`config.mk`:
```
export PLATFORM = sky130hd
export DESIGN_NAME = waypoint_turn_then_drive_controller_core
export DESIGN_NICKNAME = d
export VERILOG_FILES = /design/src/rtl/core/wtdc_pkg.sv /design/src/rtl/core/waypoint_turn_then_drive_controller_core.sv
export SDC_FILE = /design/constraint.sdc
export NUM_CORES = 2
export LEC_CHECK = 0
export ABC_AREA = 1
export BUFFER_PORTS_ARGS = -buffer_cell sky130_fd_sc_hd__buf_2
export CAP_MARGIN = 20
export CORE_ASPECT_RATIO = 0.75
export CORE_UTILIZATION = 60
export CTS_BUF_LIST = sky130_fd_sc_hd__clkbuf_4
export DETAILED_ROUTE_END_ITERATION = 12
export PLACE_DENSITY = 0.81
export SYNTH_ARGS = -nofsm -noshare
export SYNTH_HDL_FRONTEND = slang
export SYNTH_SLANG_ARGS = --single-unit
export TNS_END_PERCENT = 5
```
`constraint.sdc`:
```
create_clock -name clk_i -period 8.65 [get_ports clk_i]
set_clock_uncertainty 0.05 [all_clocks]
set_input_delay 1.73 -clock clk_i [delete_from_list [all_inputs] [get_ports clk_i]]
set_output_delay 1.73 -clock clk_i [all_outputs]
set_load 0.01 [all_outputs]
```
`src/rtl/core/wtdc_pkg.sv`:
```
// ----------------------------------------------------------------------------
// wtdc_pkg: shared types and constants of the waypoint controller
// Sequencer states, register indexes, fixed-point constants, the CORDIC
// arctangent table and the output saturation helper.
// ----------------------------------------------------------------------------
package wtdc_pkg;

  // Fixed-point constants. Angles on the ports are Q3.13, CORDIC angles Q2.29.
  localparam int unsigned ANG_W   = 18;  // heading error width, holds a wrapped sum
  localparam int unsigned DIST_W  = 35;  // distance in Q16.16 raw units
  localparam int unsigned PROD_W  = 56;  // multiplier result kept in prod_q
  localparam int unsigned XY_W    = 36;  // CORDIC x and y datapath
  localparam int unsigned Z_W     = 33;  // CORDIC angle accumulator

  localparam logic signed [ANG_W-1:0] PiQ13    = 18'sd25736;
  localparam logic signed [ANG_W-1:0] TwoPiQ13 = 18'sd51472;
  localparam logic signed [Z_W-1:0]   HalfPiQ29 = 33'sd843314857;
  localparam logic signed [Z_W-1:0]   RoundQ16  = 33'sd32768;
  localparam logic [31:0]             InvGainQ32 = 32'd2608131496;

  // Sequencer states, one-hot.
  typedef enum logic [8:0] {
    ST_IDLE   = 9'b000000001,
    ST_PRE    = 9'b000000010,
    ST_ITER   = 9'b000000100,
    ST_MAG_HI = 9'b000001000,
    ST_MAG_LO = 9'b000010000,
    ST_DIST   = 9'b000100000,
    ST_DECIDE = 9'b001000000,
    ST_SCALE  = 9'b010000000,
    ST_OUT    = 9'b100000000
  } state_e;

  // Register map, word index on the configuration port.
  typedef enum logic [2:0] {
    REG_TURN_GAIN  = 3'd0,
    REG_DRIVE_GAIN = 3'd1,
    REG_DIST_LEAVE = 3'd2,
    REG_DIST_ARRIVE = 3'd3,
    REG_ANG_LEAVE  = 3'd4,
    REG_ANG_ARRIVE = 3'd5,
    REG_FINAL_TOL  = 3'd6
  } reg_idx_e;

  // Opcodes carried on the input tuser.
  typedef enum logic {
    OP_SET_GOAL = 1'b0,
    OP_STEP     = 1'b1
  } opcode_e;

  // atan(2^-i) in Q2.29, rounded.
  function automatic logic [30:0] atan_q29(input logic [4:0] idx);
    logic [30:0] r;
    case (idx)
      5'd0:  r = 31'd421657428;
      5'd1:  r = 31'd248918915;
      5'd2:  r = 31'd131521918;
      5'd3:  r = 31'd66762579;
      5'd4:  r = 31'd33510843;
      5'd5:  r = 31'd16771758;
      5'd6:  r = 31'd8387925;
      5'd7:  r = 31'd4194219;
      5'd8:  r = 31'd2097141;
      5'd9:  r = 31'd1048575;
      5'd10: r = 31'd524288;
      5'd11: r = 31'd262144;
      5'd12: r = 31'd131072;
      5'd13: r = 31'd65536;
      5'd14: r = 31'd32768;
      5'd15: r = 31'd16384;
      5'd16: r = 31'd8192;
      5'd17: r = 31'd4096;
      5'd18: r = 31'd2048;
      5'd19: r = 31'd1024;
      5'd20: r = 31'd512;
      5'd21: r = 31'd256;
      5'd22: r = 31'd128;
      5'd23: r = 31'd64;
      5'd24: r = 31'd32;
      5'd25: r = 31'd16;
      5'd26: r = 31'd8;
      5'd27: r = 31'd4;
      5'd28: r = 31'd2;
      5'd29: r = 31'd1;
      default: r = 31'd0;
    endcase
    return r;
  endfunction

  // Clamp a signed product to the int32 range.
  function automatic logic [31:0] sat32(input logic signed [PROD_W-1:0] v);
    logic [PROD_W-32:0] hi;
    logic [31:0]        r;
    hi = v[PROD_W-1:31];
    if ((&hi) || (~|hi)) begin
      r = v[31:0];
    end else if (v[PROD_W-1]) begin
      r = 32'h8000_0000;
    end else begin
      r = 32'h7FFF_FFFF;
    end
    return r;
  endfunction

endpackage

```
`src/rtl/core/waypoint_turn_then_drive_controller_core.sv`:
```
// ----------------------------------------------------------------------------
// waypoint_turn_then_drive_controller_core: go-to-goal pose controller
// A beat with tuser 0 stores a goal pose and arms the waypoint; it yields no
// result. A beat with tuser 1 is one control step on the current pose and, if
// a goal has been set, yields one result beat with the linear and angular
// velocity commands (Q16.16, saturated) and the waypoint_active and
// target_achieved flags; a step before any goal is dropped without a result.
// A control step occupies the block from acceptance until it is ready again:
// a pre-rotation, then the single CORDIC rotator that runs one iteration per
// cycle, followed by a shared multiplier used three times (two halves of the
// gain correction, then the velocity gain). The result sits in an output
// register, so the next beat is accepted while it waits; the sequencer only
// stalls in its last state if the previous result is still untaken.
// Configuration is an APB-style port with seven registers at byte addresses
// 4*i; pready is always high.
// ----------------------------------------------------------------------------
module waypoint_turn_then_drive_controller_core #(
  parameter int unsigned CORDIC_ITERATIONS = 16
) (
  input  logic        clk_i,
  input  logic        rst_ni,
  // Input stream. tdata: coord_x [31:0], coord_y [63:32], angle [79:64].
  input  logic        s_axis_tvalid_i,
  output logic        s_axis_tready_o,
  input  logic [79:0] s_axis_tdata_i,
  // tuser: opcode [0].
  input  logic [0:0]  s_axis_tuser_i,
  // Result stream. tdata: linear_velocity [31:0], angular_velocity [63:32],
  // waypoint_active [64], target_achieved [65], zero fill [71:66].
  output logic        m_axis_tvalid_o,
  input  logic        m_axis_tready_i,
  output logic [71:0] m_axis_tdata_o,
  // Configuration port.
  input  logic        psel,
  input  logic        penable,
  input  logic        pwrite,
  input  logic [4:0]  paddr,
  input  logic [31:0] pwdata,
  output logic [31:0] prdata,
  output logic        pready
);

  import wtdc_pkg::*;

  // Iteration counter counts 0 .. CORDIC_ITERATIONS-1 through the iterations.
  localparam int unsigned IterW = (CORDIC_ITERATIONS > 1) ? $clog2(CORDIC_ITERATIONS) : 1;
  localparam logic [IterW-1:0] IterLast = IterW'(CORDIC_ITERATIONS - 1);

  // --------------------------------------------------------------------------
  // Configuration registers
  // --------------------------------------------------------------------------
  logic [15:0] turn_gain_q, drive_gain_q;
  logic [31:0] dist_leave_q, dist_arrive_q;
  logic [14:0] ang_leave_q, ang_arrive_q, final_tol_q;
  logic        cfg_wr;
  reg_idx_e    cfg_idx;

  assign pready  = 1'b1;
  assign cfg_wr  = psel & penable & pwrite & pready;
  assign cfg_idx = reg_idx_e'(paddr[4:2]);

  always_ff @(posedge clk_i or negedge rst_ni) begin
    if (!rst_ni) begin
      turn_gain_q   <= 16'd5734;
      drive_gain_q  <= 16'd10813;
      dist_leave_q  <= 32'd3277;
      dist_arrive_q <= 32'd1966;
      ang_leave_q   <= 15'd1229;
      ang_arrive_q  <= 15'd819;
      final_tol_q   <= 15'd410;
    end else if (cfg_wr) begin
      case (cfg_idx)
        REG_TURN_GAIN:   turn_gain_q   <= pwdata[15:0];
        REG_DRIVE_GAIN:  drive_gain_q  <= pwdata[15:0];
        REG_DIST_LEAVE:  dist_leave_q  <= pwdata;
        REG_DIST_ARRIVE: dist_arrive_q <= pwdata;
        REG_ANG_LEAVE:   ang_leave_q   <= pwdata[14:0];
        REG_ANG_ARRIVE:  ang_arrive_q  <= pwdata[14:0];
        REG_FINAL_TOL:   final_tol_q   <= pwdata[14:0];
        default: ;  // Unmapped index: the write is dropped.
      endcase
    end
  end

  always_comb begin
    case (cfg_idx)
      REG_TURN_GAIN:   prdata = {16'd0, turn_gain_q};
      REG_DRIVE_GAIN:  prdata = {16'd0, drive_gain_q};
      REG_DIST_LEAVE:  prdata = dist_leave_q;
      REG_DIST_ARRIVE: prdata = dist_arrive_q;
      REG_ANG_LEAVE:   prdata = {17'd0, ang_leave_q};
      REG_ANG_ARRIVE:  prdata = {17'd0, ang_arrive_q};
      REG_FINAL_TOL:   prdata = {17'd0, final_tol_q};
      default:         prdata = 32'd0;
    endcase
  end

  // --------------------------------------------------------------------------
  // Input beat decode
  // --------------------------------------------------------------------------
  logic signed [31:0] in_x, in_y;
  logic signed [15:0] in_ang;
  logic               in_acc;
  opcode_e            in_op;

  assign in_x   = s_axis_tdata_i[31:0];
  assign in_y   = s_axis_tdata_i[63:32];
  assign in_ang = s_axis_tdata_i[79:64];
  assign in_op  = opcode_e'(s_axis_tuser_i[0]);
  assign in_acc = s_axis_tvalid_i & s_axis_tready_o;

  // --------------------------------------------------------------------------
  // State
  // --------------------------------------------------------------------------
  state_e state_q, state_d;

  // Goal pose and controller flags.
  logic signed [31:0] goal_x_q, goal_y_q;
  logic signed [15:0] goal_h_q;
  logic goal_valid_q, active_q, loc_met_q, ang_met_q;
  logic active_d, loc_met_d, ang_met_d;

  // Datapath registers for one control step.
  logic signed [15:0]       head_q;
  logic signed [XY_W-1:0]   x_q, x_d, y_q, y_d;
  logic signed [Z_W-1:0]    z_q, z_d;
  logic [IterW-1:0]         iter_q, iter_d;
  logic                     zero_q, zero_d;
  logic signed [PROD_W-1:0] prod_q, prod_d;
  logic [PROD_W-1:0]        acc_q;
  logic [DIST_W-1:0]        dist_q;
  logic signed [ANG_W-1:0]  err_q, used_q;
  logic                     turn_q, drive_q, achieved_q;

  // Output register.
  logic        out_valid_q, out_valid_d, out_load;
  logic [31:0] lin_q, ang_q;
  logic        wp_active_q, tgt_q;

  assign s_axis_tready_o = (state_q == ST_IDLE);
  assign m_axis_tvalid_o = out_valid_q;
  assign m_axis_tdata_o  = {6'd0, tgt_q, wp_active_q, ang_q, lin_q};

  // --------------------------------------------------------------------------
  // Goal offset, CORDIC rotator and pre-rotation
  // --------------------------------------------------------------------------
  logic signed [32:0]     dx, dy;
  logic signed [XY_W-1:0] x_sh, y_sh;
  logic signed [Z_W-1:0]  atan_ext;

  assign dx = 33'(goal_x_q) - 33'(in_x);
  assign dy = 33'(goal_y_q) - 33'(in_y);

  // Shared shifters: one vectoring iteration per cycle, index from the counter.
  assign x_sh     = x_q >>> iter_q;
  assign y_sh     = y_q >>> iter_q;
  assign atan_ext = $signed({2'b00, atan_q29(5'(iter_q))});

  // --------------------------------------------------------------------------
  // Magnitude, bearing and heading error
  // --------------------------------------------------------------------------
  logic [DIST_W-1:0]       mag;
  logic signed [Z_W-1:0]   z_rnd;
  logic signed [16:0]      bearing;
  logic signed [ANG_W-1:0] err_raw, err_w1, err_w2;
  logic [PROD_W-1:0]       dist_sum;

  assign mag     = (x_q > 0) ? x_q[DIST_W-1:0] : '0;
  assign z_rnd   = z_q + RoundQ16;
  // Bearing is the rounded Q3.13 angle; a zero offset has bearing zero.
  assign bearing = zero_q ? 17'sd0 : z_rnd[32:16];
  assign err_raw = ANG_W'(bearing) - ANG_W'(head_q);
  assign err_w1  = (err_raw > PiQ13) ? (err_raw - TwoPiQ13) : err_raw;
  assign err_w2  = (err_w1 < -PiQ13) ? (err_w1 + TwoPiQ13) : err_w1;
  assign dist_sum = acc_q + {16'd0, prod_q[PROD_W-1:16]};

  // --------------------------------------------------------------------------
  // Decision logic (hysteresis, mode select, disarm)
  // --------------------------------------------------------------------------
  logic signed [ANG_W-1:0] final_err, used;
  logic [ANG_W-1:0]        used_abs, final_abs;
  logic dist_far, dist_near, loc1, ang1, turn, drive, loc2, reached;

  assign final_err = ANG_W'(goal_h_q) - ANG_W'(head_q);
  assign dist_far  = (dist_q >= DIST_W'(dist_leave_q));
  assign dist_near = (dist_q <  DIST_W'(dist_arrive_q));
  assign loc1      = dist_far ? 1'b0 : (dist_near ? 1'b1 : loc_met_q);
  assign used      = loc1 ? final_err : err_q;
  assign used_abs  = used[ANG_W-1] ? ANG_W'(-used) : ANG_W'(used);
  assign final_abs = final_err[ANG_W-1] ? ANG_W'(-final_err) : ANG_W'(final_err);
  assign ang1      = (used_abs > ANG_W'(ang_leave_q)) ? 1'b0 :
                     ((used_abs < ANG_W'(ang_arrive_q)) ? 1'b1 : ang_met_q);
  assign turn      = active_q & ~ang1;
  assign drive     = ~turn & active_q & dist_far & ~loc1;
  // With neither turning nor driving, the position counts as met.
  assign loc2      = (turn | drive) ? loc1 : 1'b1;
  assign reached   = loc2 & (final_abs < ANG_W'(final_tol_q));

  // --------------------------------------------------------------------------
  // Shared multiplier: gain correction halves, then the velocity gain
  // --------------------------------------------------------------------------
  logic signed [XY_W-1:0] mul_a;
  logic [31:0]            mul_b;
  logic signed [68:0]     mul_full;

  always_comb begin
    mul_a = '0;
    mul_b = InvGainQ32;
    case (state_q)
      ST_MAG_HI: mul_a = {17'd0, mag[DIST_W-1:16]};
      ST_MAG_LO: mul_a = {20'd0, mag[15:0]};
      ST_SCALE: begin
        if (turn_q) begin
          mul_a = XY_W'(used_q);
          mul_b = {16'd0, turn_gain_q};
        end else begin
          mul_a = {1'b0, dist_q};
          mul_b = {16'd0, drive_gain_q};
        end
      end
      default: ;
    endcase
  end

  assign mul_full = mul_a * $signed({1'b0, mul_b});

  // --------------------------------------------------------------------------
  // Sequencer
  // --------------------------------------------------------------------------
  always_comb begin
    state_d     = state_q;
    x_d         = x_q;
    y_d         = y_q;
    z_d         = z_q;
    iter_d      = iter_q;
    zero_d      = zero_q;
    prod_d      = prod_q;
    active_d    = active_q;
    loc_met_d   = loc_met_q;
    ang_met_d   = ang_met_q;
    out_load    = 1'b0;
    case (state_q)
      ST_IDLE: begin
        if (in_acc && in_op == OP_STEP && goal_valid_q) begin
          x_d     = XY_W'(dx);
          y_d     = XY_W'(dy);
          state_d = ST_PRE;
        end else if (in_acc && in_op == OP_SET_GOAL) begin
          active_d = 1'b1;
        end
      end
      ST_PRE: begin
        // Rotate the offset into the right half plane.
        zero_d = (x_q == '0) && (y_q == '0);
        iter_d = '0;
        if (x_q >= 0) begin
          z_d = '0;
        end else if (y_q >= 0) begin
          x_d = y_q;
          y_d = -x_q;
          z_d = HalfPiQ29;
        end else begin
          x_d = -y_q;
          y_d = x_q;
          z_d = -HalfPiQ29;
        end
        state_d = ST_ITER;
      end
      ST_ITER: begin
        if (y_q > 0) begin
          x_d = x_q + y_sh;
          y_d = y_q - x_sh;
          z_d = z_q + atan_ext;
        end else begin
          x_d = x_q - y_sh;
          y_d = y_q + x_sh;
          z_d = z_q - atan_ext;
        end
        iter_d = iter_q + 1'b1;
        if (iter_q == IterLast) begin
          state_d = ST_MAG_HI;
        end
      end
      ST_MAG_HI: begin
        prod_d  = mul_full[PROD_W-1:0];
        state_d = ST_MAG_LO;
      end
      ST_MAG_LO: begin
        prod_d  = mul_full[PROD_W-1:0];
        state_d = ST_DIST;
      end
      ST_DIST: begin
        state_d = ST_DECIDE;
      end
      ST_DECIDE: begin
        ang_met_d = ang1;
        loc_met_d = loc2;
        if (reached) begin
          active_d = 1'b0;
        end
        state_d = ST_SCALE;
      end
      ST_SCALE: begin
        prod_d  = mul_full[PROD_W-1:0];
        state_d = ST_OUT;
      end
      ST_OUT: begin
        // Hold here only while the previous result is still untaken.
        if (!out_valid_q || m_axis_tready_i) begin
          out_load = 1'b1;
          state_d  = ST_IDLE;
        end
      end
      default: state_d = ST_IDLE;
    endcase
  end

  assign out_valid_d = out_load | (out_valid_q & ~m_axis_tready_i);

  // Control state.
  always_ff @(posedge clk_i or negedge rst_ni) begin
    if (!rst_ni) begin
      state_q      <= ST_IDLE;
      goal_valid_q <= 1'b0;
      active_q     <= 1'b0;
      loc_met_q    <= 1'b1;
      ang_met_q    <= 1'b1;
      out_valid_q  <= 1'b0;
      iter_q       <= '0;
      goal_x_q     <= '0;
      goal_y_q     <= '0;
      goal_h_q     <= '0;
    end else begin
      state_q     <= state_d;
      active_q    <= active_d;
      loc_met_q   <= loc_met_d;
      ang_met_q   <= ang_met_d;
      out_valid_q <= out_valid_d;
      iter_q      <= iter_d;
      if (in_acc && in_op == OP_SET_GOAL) begin
        goal_x_q     <= in_x;
        goal_y_q     <= in_y;
        goal_h_q     <= in_ang;
        goal_valid_q <= 1'b1;
      end
    end
  end

  // Datapath registers, no reset needed.
  always_ff @(posedge clk_i) begin
    x_q    <= x_d;
    y_q    <= y_d;
    z_q    <= z_d;
    zero_q <= zero_d;
    prod_q <= prod_d;
    if (in_acc) begin
      head_q <= in_ang;
    end
    if (state_q == ST_MAG_LO) begin
      acc_q <= prod_q;
      err_q <= err_w2;
    end
    if (state_q == ST_DIST) begin
      dist_q <= dist_sum[DIST_W+15:16];
    end
    if (state_q == ST_DECIDE) begin
      used_q     <= used;
      turn_q     <= turn;
      drive_q    <= drive;
      achieved_q <= reached & active_q;
    end
    if (out_load) begin
      lin_q       <= drive_q ? sat32(prod_q >>> 14) : 32'd0;
      ang_q       <= turn_q ? sat32(prod_q >>> 11) : 32'd0;
      wp_active_q <= active_q;
      tgt_q       <= achieved_q;
    end
  end

  // --------------------------------------------------------------------------
  // Assertions
  // --------------------------------------------------------------------------
`ifndef ASSERT_OFF
  // A result appears only out of the final sequencer state.
  a_result_from_out: assert property (@(posedge clk_i) disable iff (!rst_ni)
    $rose(out_valid_q) |-> $past(state_q == ST_OUT))
    else $error("result beat raised outside the output state");

  // A control step with a stored goal always starts the CORDIC sequence.
  a_step_starts: assert property (@(posedge clk_i) disable iff (!rst_ni)
    (in_acc && in_op == OP_STEP && goal_valid_q) |=> (state_q == ST_PRE))
    else $error("accepted control step did not start the sequence");

  // Turning and driving are mutually exclusive.
  a_mode_excl: assert property (@(posedge clk_i) disable iff (!rst_ni)
    (state_q == ST_SCALE) |-> !(turn_q && drive_q))
    else $error("turn and drive selected together");

  // A step that reaches the target always disarms the waypoint.
  a_achieved_disarms: assert property (@(posedge clk_i) disable iff (!rst_ni)
    (out_valid_q && tgt_q) |-> !wp_active_q)
    else $error("target achieved while the waypoint is still active");
`endif

endmodule

```
==> run_results.csv <==
group,metric,value,unit
global_route,grt_max_degree,122,
logic_synthesis,syn_avg_cell_area,7.92,um^2
cts,tritoncts,"built",
worst_setup_path,cp-start-kind,"flip-flop",
logic_synthesis,synth-xor-area-share,0.0404,
timing,clock.fmax,114,MHz
worst_setup_path,worstPathRequired,9.49,ns
timing,min_period,8.80,ns
cts,numClockSinks,608,
worst_setup_path,worstSetupPathType,"reg -> reg",
drt,top_layer,"met5",
drt,remaining_drc_errors,0,
logic_synthesis,synth-seq-cells,608,
timing,drv_slew,0,
worst_setup_path,end_kind,"flip-flop",
placed_design,portBuffers,222,
timing,fin_crit_sh,1.02,
floorplan,dieArea,129000,um^2
logic_synthesis,synth_top_family_by_area,"adder cells",
timing,layout_setup_ws,-0.149,ns
worst_setup_path,arrival,9.64,ns
worst_setup_path,crit_slowest_cell,"fa_1",
timing,worst_pin_slew,1.29,ns
worst_setup_path,path_common_cell,"fa_1",
floorplan,initial_utilization,0.609,
timing,fin_setup_tns,-0.918,ns
global_route,grt_first_pass_wirelength,422000,um
drt,wirelength_met1,118000,um
cts,clk_path_buf_depth,3,
cts,cts_root_buffer,"clkbuf_4",
final_layout,nNetsFinal,12000,
floorplan,dieWidth,414,um
drt,wl_per_cell,23.2,um
drt,dr.pass1.iters,9,
logic_synthesis,synth-seq-area-share,0.224,
drt,dr_wl_met3,51400,um
outcome,status,"finished with violations",
global_route,antenna_found_initial,10,
worst_setup_path,worst-path-max-fanout,6,
logic_synthesis,postSynth.topFlopCell,"edfxtp_1",
logic_synthesis,synth_mux_area_frac,0.00922,
timing,maxSlewHeadroom,0.139,
cts,insertion_delay,1.16,ns
worst_setup_path,max_stage_delay,0.68,ns
global_route,grt_pass1_vias,69000,
placed_design,place_ws,-0.857,ns
logic_synthesis,synth_compound_gate_area_share,0.122,
timing,finalSetupViolCount,15,
power_and_ir_drop,vdd_drop_max,0.000328,V
outcome,violations,"setup timing",
final_layout,final_cell_mix,"1913 x nand2_1, 1829 x inv_1, 805 x nor2_1",
drt,wirelength,285000,um
drt,initialDrtViolationCount,10200,
final_layout,mostFrequentLayoutCell,"nand2_1",
floorplan,die_y,311,um
timing,rsz0062_at_grt,"true",
power_and_ir_drop,p_leak,43.8,nW
cts,htreeDepth,4,
drt,dr_wl_met2,108000,um
drt,num_vias,71900,
global_route,grt_util_all_layers,0.440,
timing,holdWs,0.369,ns
logic_synthesis,synth_fa_ha_area_frac,0.317,
cts,cts_buffers,160,
final_layout,drive_above_1_share,0.146,
drt,ant_nets,0,
placed_design,place_congestion,1.09,
drt,via_per_inst,5.87,
logic_synthesis,synth-async-reset-ratio,0.393,
final_layout,syn_to_final_growth,14.1,%
job,maxCapViolCount,0,
cts,clk_pin_slew,0.07,ns
logic_synthesis,synth_edf_count,369,
logic_synthesis,yosys.area_share.simple,0.178,
floorplan,rows,112,
floorplan,core_area,125000,um^2
placed_design,dp_hpwl,234000,um
logic_synthesis,yosys_warnings,0,
power_and_ir_drop,p_per_area,355,nW/um^2
logic_synthesis,syn_inst,9640,
logic_synthesis,synth_cell_types,81,
timing,hold_violations,0,
final_layout,fillers,10200,
hold_path,hold_class,"reg -> reg",
global_route,grt_overflow_total,0,
floorplan,io_pins,232,
logic_synthesis,syn_area,76300,um^2
==> power by group <==
part	internal, W	switching [W]	leakage, nW
clock	0.00141	0.00139	1.30
sequential	0.00422	0.000550	6.27
combinational	0.00759	0.0157	36.3
total	0.0132	0.0177	43.8
==> critical path, delay by kind of cell, from the launching register on <==
family | cells | cell delay [ns]
XOR/XNOR | 1 | 0.26
adder cells (fa/ha/maj) | 9 | 4.43
buffers and inverters | 14 | 1.80
flip-flops | 1 | 0.40
AND/OR/NAND/NOR | 12 | 1.62
==> through the flow <==
step                area, um^2  power (W)  instances   util
floorplan                76600     0.0190       9713      -
global placement         83300     0.0258      11900  0.665
detailed placement       83300     0.0263      11900  0.665
CTS                      86300     0.0294      12200  0.689
global route             87000     0.0329      12200  0.695
finish                   87000     0.0309      12300  0.695
==> final timing paths <==
path | slack (ns) | start | to | cells after the start
max | -0.15 | state_q[1]$_DFFE_PN0P_ | prod_q[49]$_DFFE_PP_ | 36
min | 0.37 | prod_q[6]$_DFFE_PP_ | acc_q[6]$_DFFE_PP_ | 0
max reg2reg | -0.15 | state_q[1]$_DFFE_PN0P_ | prod_q[49]$_DFFE_PP_ | 36
min reg2reg | 0.37 | prod_q[6]$_DFFE_PP_ | acc_q[6]$_DFFE_PP_ | 0
max in group asynchronous | 6.48 | rst_ni | goal_y_q[3]$_DFFE_PN0P_ | 2
min in group asynchronous | 0.56 | rst_ni | goal_h_q[4]$_DFFE_PN0P_ | 1
==> kinds of logic (layout without fill, tap and decap cells) <==
group           after synthesis  after routing
fa+ha+maj                  1443           1443
xor+xnor                    349            349
compound gates             1674           1674
other cells                   2             82
buf+inv                    2165           3043
mux                          68             68
flops                       608            608
simple gates               3331           3331
==> Yosys cell counts (all sizes together) (6+ instances only) <==
master / number / area [um^2]
o21bai: 14 / 105
a31oi: 45 / 282
a211oi: 15 / 118
o221ai: 44 / 385
dfrtp: 189 / 4730
inv: 1879 / 7050
o31ai: 8 / 60.1
nor2: 863 / 3290
xnor2: 114 / 1010
a21o: 19 / 143
a21oi: 594 / 3010
mux2: 18 / 203
nand2: 1966 / 7430
nor4: 22 / 144
buf: 76 / 489
or2: 39 / 244
mux2i: 50 / 500
nand4: 60 / 382
nand3: 239 / 1210
nor3: 110 / 616
nand3b: 18 / 135
ha: 627 / 7850
a221oi: 10 / 87.6
a21boi: 17 / 128
o211ai: 58 / 435
fa: 816 / 16300
clkbuf: 198 / 743
o21a: 32 / 240
o311ai: 6 / 70.1
o22ai: 50 / 313
dfstp: 50 / 1310
xor2: 235 / 2070
o21ai: 740 / 3730
clkinv: 12 / 45.0
edfxtp: 369 / 11100
==> per-layer routing <==
metal | global-route usage | vias up
met5 | 0 | -
met4 | 0.0968 | 12
met3 | 0.220 | 526
li1 | - | 32300
met1 | 0.647 | 34100
met2 | 0.573 | 4877
==> registers in the layout, indices dropped and copies added (netlist names), 18 cells and up <==
signal         cells
err_q             18
goal_y_q          32
used_q            18
x_q               36
dist_arrive_q     32
dist_q            35
z_q               33
lin_q             32
prod_q            56
goal_x_q          32
ang_q             32
y_q               36
dist_leave_q      32
acc_q             51
==> timing repair <==
| item | CTS | global route |
|---|---|---|
| hold buffers | 0 | 0 |
| pin swaps | 40 | 64 |
| buffers inserted | 27 | 17 |
| gates resized for setup | 161 | 133 |
| endpoints found under the setup margin | 32 | 30 |
==> cell type report <==
cell class	instances	area, um^2	share of cell area
Antenna cell	7	17.5	0.000201
Tap cell	1653	2070	0.0238
Timing Repair Buffer	855	6370	0.0731
Clock inverter	50	348	0.00400
Clock buffer	247	1850	0.0213
Sequential cell	608	17100	0.197
Inverter	1891	7150	0.0821
Multi-Input combinational cell	6940	52100	0.599
Power figures use the tool's default switching activity.
